## src/sv/ksd_pkg.sv

```systemverilog
package ksd_pkg;

   typedef logic [3:0] row_lines_type;
   typedef logic [1:0] column_type;
   typedef logic [3:0] key_code_type;
   typedef logic [7:0] count_type;

   localparam count_type ThresholdReset = 8'd20;
   localparam int        RowCount       = 4;

endpackage

```

## src/sv/ksd_req_if.sv

```systemverilog
interface ksd_req_if;

   logic                   valid;
   logic                   ready;
   ksd_pkg::row_lines_type row_lines;

   modport source (output valid, output row_lines, input ready);
   modport sink   (input valid, input row_lines, output ready);

endinterface

```

## src/sv/ksd_rsp_if.sv

```systemverilog
interface ksd_rsp_if;

   logic                  valid;
   logic                  ready;
   ksd_pkg::column_type   column_drive;
   ksd_pkg::key_code_type key_code;
   logic                  key_valid;

   modport source (output valid, output column_drive, output key_code, output key_valid,
                   input ready);
   modport sink   (input valid, input column_drive, input key_code, input key_valid,
                   output ready);

endinterface

```

## src/sv/keypad_scan_count_debounce.sv

```systemverilog
// 4x4 keypad scanner with press-count debounce.
// req_if carries one row sample (active low, bit 0 = row 3) per scan tick,
// taken while the previously returned column_drive was applied to the matrix.
// rsp_if returns one transfer per sample: the column to drive next, and when
// enough key-detecting passes have gone by, the key code with key_valid set.
// csr_we/csr_wdata write the press threshold (reset value 20); write it only
// while no sample is in flight.
// A sample accepted on req_if passes the input register, then the result
// register, before it shows on rsp_if. Throughput: one sample per cycle
// while rsp_if does not stall; the column and press counter update is
// combinational between the two registers.
// Reset (synchronous, active high) empties both registers, resets the scan
// column to 0, clears the press counter and loads the default threshold.
// When rsp_if stalls, the result register holds; the input register still
// takes one more sample, and req_if.ready drops once both are full.
module keypad_scan_count_debounce (
   input  logic          clock,
   input  logic          reset,
   input  logic          csr_we,
   input  logic [7:0]    csr_wdata,
   ksd_req_if.sink       req_if,
   ksd_rsp_if.source     rsp_if
);

   logic                   in_valid_ff, in_valid_in;
   ksd_pkg::row_lines_type in_rows_ff, in_rows_in;
   logic                   out_valid_ff, out_valid_in;
   ksd_pkg::column_type    out_column_ff, out_column_in;
   ksd_pkg::key_code_type  out_code_ff, out_code_in;
   logic                   out_key_valid_ff, out_key_valid_in;
   ksd_pkg::column_type    scan_column_ff, scan_column_in;
   ksd_pkg::count_type     press_count_ff, press_count_in;
   ksd_pkg::count_type     threshold_ff, threshold_in;

   logic                   advance;
   logic                   found;
   logic [1:0]             row;
   ksd_pkg::count_type     count_inc;
   logic                   report;

   assign advance      = !out_valid_ff || rsp_if.ready;
   assign req_if.ready = !in_valid_ff || advance;

   // lowest low bit wins, so scan from the top down and let lower bits override
   always_comb begin
      found = 1'b0;
      row   = 2'd0;
      for (int b = ksd_pkg::RowCount - 1; b >= 0; b--) begin
         if (!in_rows_ff[b]) begin
            found = 1'b1;
            row   = 2'(ksd_pkg::RowCount - 1 - b);
         end
      end
   end

   assign count_inc = press_count_ff + 8'd1;
   assign report    = found && (count_inc >= threshold_ff);

   always_comb begin
      in_valid_in      = in_valid_ff;
      in_rows_in       = in_rows_ff;
      out_valid_in     = out_valid_ff;
      out_column_in    = out_column_ff;
      out_code_in      = out_code_ff;
      out_key_valid_in = out_key_valid_ff;
      scan_column_in   = scan_column_ff;
      press_count_in   = press_count_ff;
      threshold_in     = csr_we ? csr_wdata : threshold_ff;

      if (req_if.ready) begin
         in_valid_in = req_if.valid;
         in_rows_in  = req_if.row_lines;
      end

      if (advance) begin
         out_valid_in = in_valid_ff;
         if (in_valid_ff) begin
            if (found) begin
               // key seen: restart the pass at column 0 and count it
               scan_column_in = 2'd0;
               press_count_in = report ? 8'd0 : count_inc;
            end else begin
               scan_column_in = scan_column_ff + 2'd1;
            end
            out_column_in    = found ? 2'd0 : scan_column_ff + 2'd1;
            out_code_in      = report ? {scan_column_ff, row} : 4'd0;
            out_key_valid_in = report;
         end
      end
   end

   always_ff @(posedge clock) begin
      if (reset) begin
         in_valid_ff    <= 1'b0;
         out_valid_ff   <= 1'b0;
         scan_column_ff <= 2'd0;
         press_count_ff <= 8'd0;
         threshold_ff   <= ksd_pkg::ThresholdReset;
      end else begin
         in_valid_ff    <= in_valid_in;
         out_valid_ff   <= out_valid_in;
         scan_column_ff <= scan_column_in;
         press_count_ff <= press_count_in;
         threshold_ff   <= threshold_in;
      end
   end

   always_ff @(posedge clock) begin
      in_rows_ff       <= in_rows_in;
      out_column_ff    <= out_column_in;
      out_code_ff      <= out_code_in;
      out_key_valid_ff <= out_key_valid_in;
   end

   assign rsp_if.valid        = out_valid_ff;
   assign rsp_if.column_drive = out_column_ff;
   assign rsp_if.key_code     = out_code_ff;
   assign rsp_if.key_valid    = out_key_valid_ff;

endmodule
```

## src/flat_wrapper.sv

```systemverilog
// flat-port wrapper written by rule: the top's interface ports become plain ports
module keypad_scan_count_debounce_flat 
  (clock, reset, csr_we, csr_wdata, req_if_valid, req_if_row_lines, req_if_ready, rsp_if_valid, rsp_if_column_drive, rsp_if_key_code, rsp_if_key_valid, rsp_if_ready);
  ksd_req_if req_if_i ();
  ksd_rsp_if rsp_if_i ();
  input  logic clock;
  input  logic reset;
  input  logic csr_we;
  input  logic [7:0] csr_wdata;
  input wire logic [$bits(req_if_i.valid)-1:0] req_if_valid;
  input wire logic [$bits(req_if_i.row_lines)-1:0] req_if_row_lines;
  output wire logic [$bits(req_if_i.ready)-1:0] req_if_ready;
  output wire logic [$bits(rsp_if_i.valid)-1:0] rsp_if_valid;
  output wire logic [$bits(rsp_if_i.column_drive)-1:0] rsp_if_column_drive;
  output wire logic [$bits(rsp_if_i.key_code)-1:0] rsp_if_key_code;
  output wire logic [$bits(rsp_if_i.key_valid)-1:0] rsp_if_key_valid;
  input wire logic [$bits(rsp_if_i.ready)-1:0] rsp_if_ready;
  assign req_if_i.valid = req_if_valid;
  assign req_if_i.row_lines = req_if_row_lines;
  assign req_if_ready = req_if_i.ready;
  assign rsp_if_valid = rsp_if_i.valid;
  assign rsp_if_column_drive = rsp_if_i.column_drive;
  assign rsp_if_key_code = rsp_if_i.key_code;
  assign rsp_if_key_valid = rsp_if_i.key_valid;
  assign rsp_if_i.ready = rsp_if_ready;
  keypad_scan_count_debounce u_core (.clock(clock), .reset(reset), .csr_we(csr_we), .csr_wdata(csr_wdata), .req_if(req_if_i), .rsp_if(rsp_if_i));
endmodule
```

## config.mk

```make
export PLATFORM = sky130hd
export DESIGN_NAME = keypad_scan_count_debounce_flat
export DESIGN_NICKNAME = d
export VERILOG_FILES = /design/src/sv/ksd_pkg.sv /design/src/sv/ksd_req_if.sv /design/src/sv/ksd_rsp_if.sv /design/src/sv/keypad_scan_count_debounce.sv /design/src/flat_wrapper.sv
export SDC_FILE = /design/constraint.sdc
export NUM_CORES = 1
export LEC_CHECK = 0
export BUFFER_PORTS_ARGS = -buffer_cell sky130_fd_sc_hd__buf_2
export CORE_MARGIN = 3
export CORE_UTILIZATION = 40
export CTS_BUF_LIST = sky130_fd_sc_hd__clkbuf_4
export CTS_CLUSTER_SIZE = 25
export DETAILED_ROUTE_END_ITERATION = 8
export MAX_ROUTING_LAYER = met4
export SLEW_MARGIN = 25
export SYNTH_ARGS = -nofsm -noshare
export SYNTH_HDL_FRONTEND = slang
export SYNTH_SLANG_ARGS = --single-unit
```

## constraint.sdc

```tcl
create_clock -name clock -period 2.6 [get_ports clock]
set_input_delay 0.26 -clock clock [delete_from_list [all_inputs] [get_ports clock]]
set_output_delay 0.26 -clock clock [all_outputs]
set_load 0.01 [all_outputs]
```

==> summary.md <==
| Metric | Value |
|---|---|
| Worst path slowest cell | dfxtp_2 |
| Setup crit start | u_core.press_count_ff[0]$_SDFFE_PP0P_ |
| Overflow after GRT | 0 |
| CP Class | reg2reg |
| Status | finished clean |
| Most frequent cell after synthesis | dfxtp_1 |
| Nets | 204 |
| VDD IR-drop max | 0.000220 V |
| Met3 GRT Util | 5.49% |
| Post-layout minimum cycle time | 2.44 ns |
| R2R Path End | u_core.rsp_if.key_code[3]$_SDFFCE_PN0P_ |
| Largest net degree at the start of global routing | 18 |
| Inserted Clock Buffers | 5 |
| Cell taking the most area after synthesis | dfxtp_1 |
| Synth warn | 0 |
| Max cap viols | 0 |
| Post-synth EDFFs | 11 |
| Synth Register Bits | 31 |
| Power density over the cells | 559 nW/um^2 |
| # DRC | 0 |
| H-tree levels | 2 |
| Core Box Area | 3470 sq um |
| CP startpoint kind | register |
| Initial DRT Pass Iterations | 4 |
| Sequential-to-total area share from yosys stat | 48.6% |
| Synth Area per Inst | 10.0 sq um |
| Die area | 4530 sq um |
| Worst min path class | in2reg |
| Fmax | 410 MHz |
| Busiest grt layer | met2 |
| Final Cycle Share | 93.7% |
| Post-synthesis cell type count | 37 |
| Leakage power | 0.812 nW |
| First-pass GRT wire length | 5.21 mm |
| R2R Path Start | u_core.press_count_ff[0]$_SDFFE_PP0P_ |
| Top delay family on crit path | simple AND/OR/NAND/NOR gates |
| # rows | 21 |
| Layout Cells excl Fill | 225 |
| Chip Width | 67.3 um |
| Worst Hold Launch | req_if_row_lines[2] |
| Hold path cells | 1 |
| Layout cells sized above 1 | 26.8% |
| Die Span Y | 67.3 um |
| GRT Util Overall | 16.5% |
| Crit path required time | 2.69 ns |
| Post-route design area | 1780 sq um |
| Reg2Reg Depth | 8 |
| IO Pins | 26 |
| Hold Path Sink | u_core.in_rows_ff[2]$_DFFE_PP_ |
| Final setup fails | 0 |
| Worst Path Buf+Inv | 0 |
| Dominant synthesized flop cell | dfxtp_1 |
| Syn_nets | 176 |
| Initial core utilization | 43.4% |
| Critical Path Max Stage Delay | 0.40 ns |
| RSZ-0062 raised after global routing | false |
| Final hold violations | 0 |
| CP arrival | 2.53 ns |
| GR Layer Usage met2 | 27.0% |
| Latest clock arrival within the worst-skew pair | 0.34 ns |
| Mapped cell area | 1500 sq um |
| Initial antenna violation count | 0 |
| Worst Clk Skew | 0.0119 ns |
| Number of global-route vias before repair | 1148 |
| Crit path max fanout | 9 |
| M1 GR Usage | 17.7% |
| Average routed wire per standard cell | 13.1 um |
| Asr flop ratio synth | 0% |
| Vias per cell | 5.07 |
| Reg clk slew, reported paths | 0.10 ns |
| Layout area overhead | 18.1% |
| Reg area | 733 sq um |
| Slew @ Worst Pin | 0.376 ns |
| Final hold slack | 0.0887 ns |
| Rel. slew slack | 74.9% |
| Placed insts | 216 |
| Cell chain of the critical path | ha_1 -> nand3_1 -> nor2_1 -> xor2_1 -> ha_1 -> and3_1 -> a31o_2 -> and3_1 |
| Largest cells by area after synthesis | dfxtp_1 27%, edfxtp_1 22%, ha_1 7.5% |
| DRT Wirelength | 2.96 mm |
| Placed inst area | 1670 sq um |
| Hold-fix buffers at CTS | 0 |
| ANT nets after route | 0 |
| Root Driver | clkbuf_4 |
| Worst setup EP type | register |
| Most frequent cells after synthesis | 20 x dfxtp_1, 17 x nor2_1, 13 x inv_1 |
| Mapped Cells | 150 |
| Placer congestion estimate | 0.760 |
| Iteration-0 DRC Markers | 87 |
| CTS tree | done |
| Post-DP HPWL | 2.21 mm |
| Layout Utilization | 51.2% |
| Yosys top cell area share | 26.6% |
| Max Root-Sink Buffers | 2 |
| DR vias | 1141 |
| # diodes | 0 |
| Clock tree sinks | 31 |
| Fillers | 353 |
| Final Max Tran Viols | 0 |
| Multi-input logic area | 728 sq um |
| Reg2reg setup slack | 0.16 ns |
| Port Buffers | 25 |
[worst register-to-register path, stage by stage, from the launching register on]
cell	delay, ns
dfxtp_2	0.40
ha_1	0.22
nand3_1	0.18
nor2_1	0.18
xor2_1	0.21
ha_1	0.28
and3_1	0.19
a31o_2	0.33
and3_1	0.21
[cell type report]
type                       instances  share of cell area, %
multi-input combinational        101                   41.0
inverter                          13                   2.75
clock buffer                       5                   2.11
timing repair buffer              26                   7.46
tap                               46                   3.24
clock inverter                     3                   2.18
sequential                        31                   41.3
[per-stage QoR]
stage / worst slack [ns] / setup TNS [ns] / power, mW
detailed placement: -0.0847 / -0.355 / 0.637
global placement: 0.106 / 0 / 0.633
global route: 0.0202 / 0 / 1.05
CTS: 0.0651 / 0 / 1.00
floorplan: 0.375 / 0 / 0.606
finish: 0.163 / 0 / 0.993
[registers in the layout (all words and copies together) (netlist names), 2 cells and up]
name	count
u_core.rsp_if.column_drive	2
u_core.press_count_ff	8
u_core.in_rows_ff	4
u_core.rsp_if.key_code	4
u_core.threshold_ff	8
u_core.scan_column_ff	2
[cell families (layout without fill, tap and decap cells)]
group / Yosys count / in the layout / share of synthesized area, %
XOR/XNOR: 7 / 7 / 4.08
multiplexers: 6 / 6 / 3.99
AND/OR/NAND/NOR: 55 / 55 / 18.6
adder cells (fa/ha/maj): 9 / 9 / 7.49
AO/OA/AOI/OAI: 24 / 24 / 12.6
buffers and inverters: 18 / 47 / 4.58
flip-flops: 31 / 31 / 48.6
[how the worst max path moves through the flow]
| stage | endpoint | slack, ns | depth (start not counted) |
|---|---|---|---|
| finish | u_core.rsp_if.key_code[3]$_SDFFCE_PN0P_ | 0.16 | 8 |
| global route | u_core.press_count_ff[5]$_SDFFE_PP0P_ | 0.02 | 11 |
| CTS | u_core.press_count_ff[0]$_SDFFE_PP0P_ | 0.07 | 9 |
| detailed placement | u_core.press_count_ff[5]$_SDFFE_PP0P_ | -0.08 | 9 |
| global placement | u_core.press_count_ff[2]$_SDFFE_PP0P_ | 0.11 | 9 |
| floorplan | u_core.press_count_ff[2]$_SDFFE_PP0P_ | 0.37 | 10 |
[where the power goes]
group | internal, mW | switching, mW | leakage (nW)
Sequential | 0.521 | 0.0112 | 0.274
Clock | 0.198 | 0.167 | 0.0426
Combinational | 0.0422 | 0.0539 | 0.495
Total | 0.761 | 0.232 | 0.812
[cell usage in the layout (no fill, tap or decap), types with 2 or more instances in the layout]
cell type,count
a21boi_1,2
a21o_1,2
a21oi_1,6
a32o_2,2
and3_1,4
buf_2,25
clkbuf_4,5
dfxtp_1,18
dfxtp_2,2
edfxtp_1,11
ha_1,9
inv_1,13
mux2i_1,6
nand2_1,12
nand2b_1,2
nand3_1,6
nand3b_1,2
nor2_1,17
nor2b_1,2
nor4_2,2
o211ai_1,2
o21ai_1,2
xnor2_1,4
xor2_1,3
[what timing repair did]
| item | 4_1_cts | 5_1_grt |
|---|---|---|
| setup buffers | 0 | 1 |
| resized for setup | 2 | 5 |
| setup endpoints to repair | 9 | 13 |
| pin swaps | 2 | 2 |
[routing by layer]
metal / vias up / part of all wire (%)
met5: - / 0
met4: 0 / 2.0
met3: 6 / 4.4
met2: 20 / 51
met1: 534 / 42
li1: 581 / -
Power figures use the tool's default switching activity.
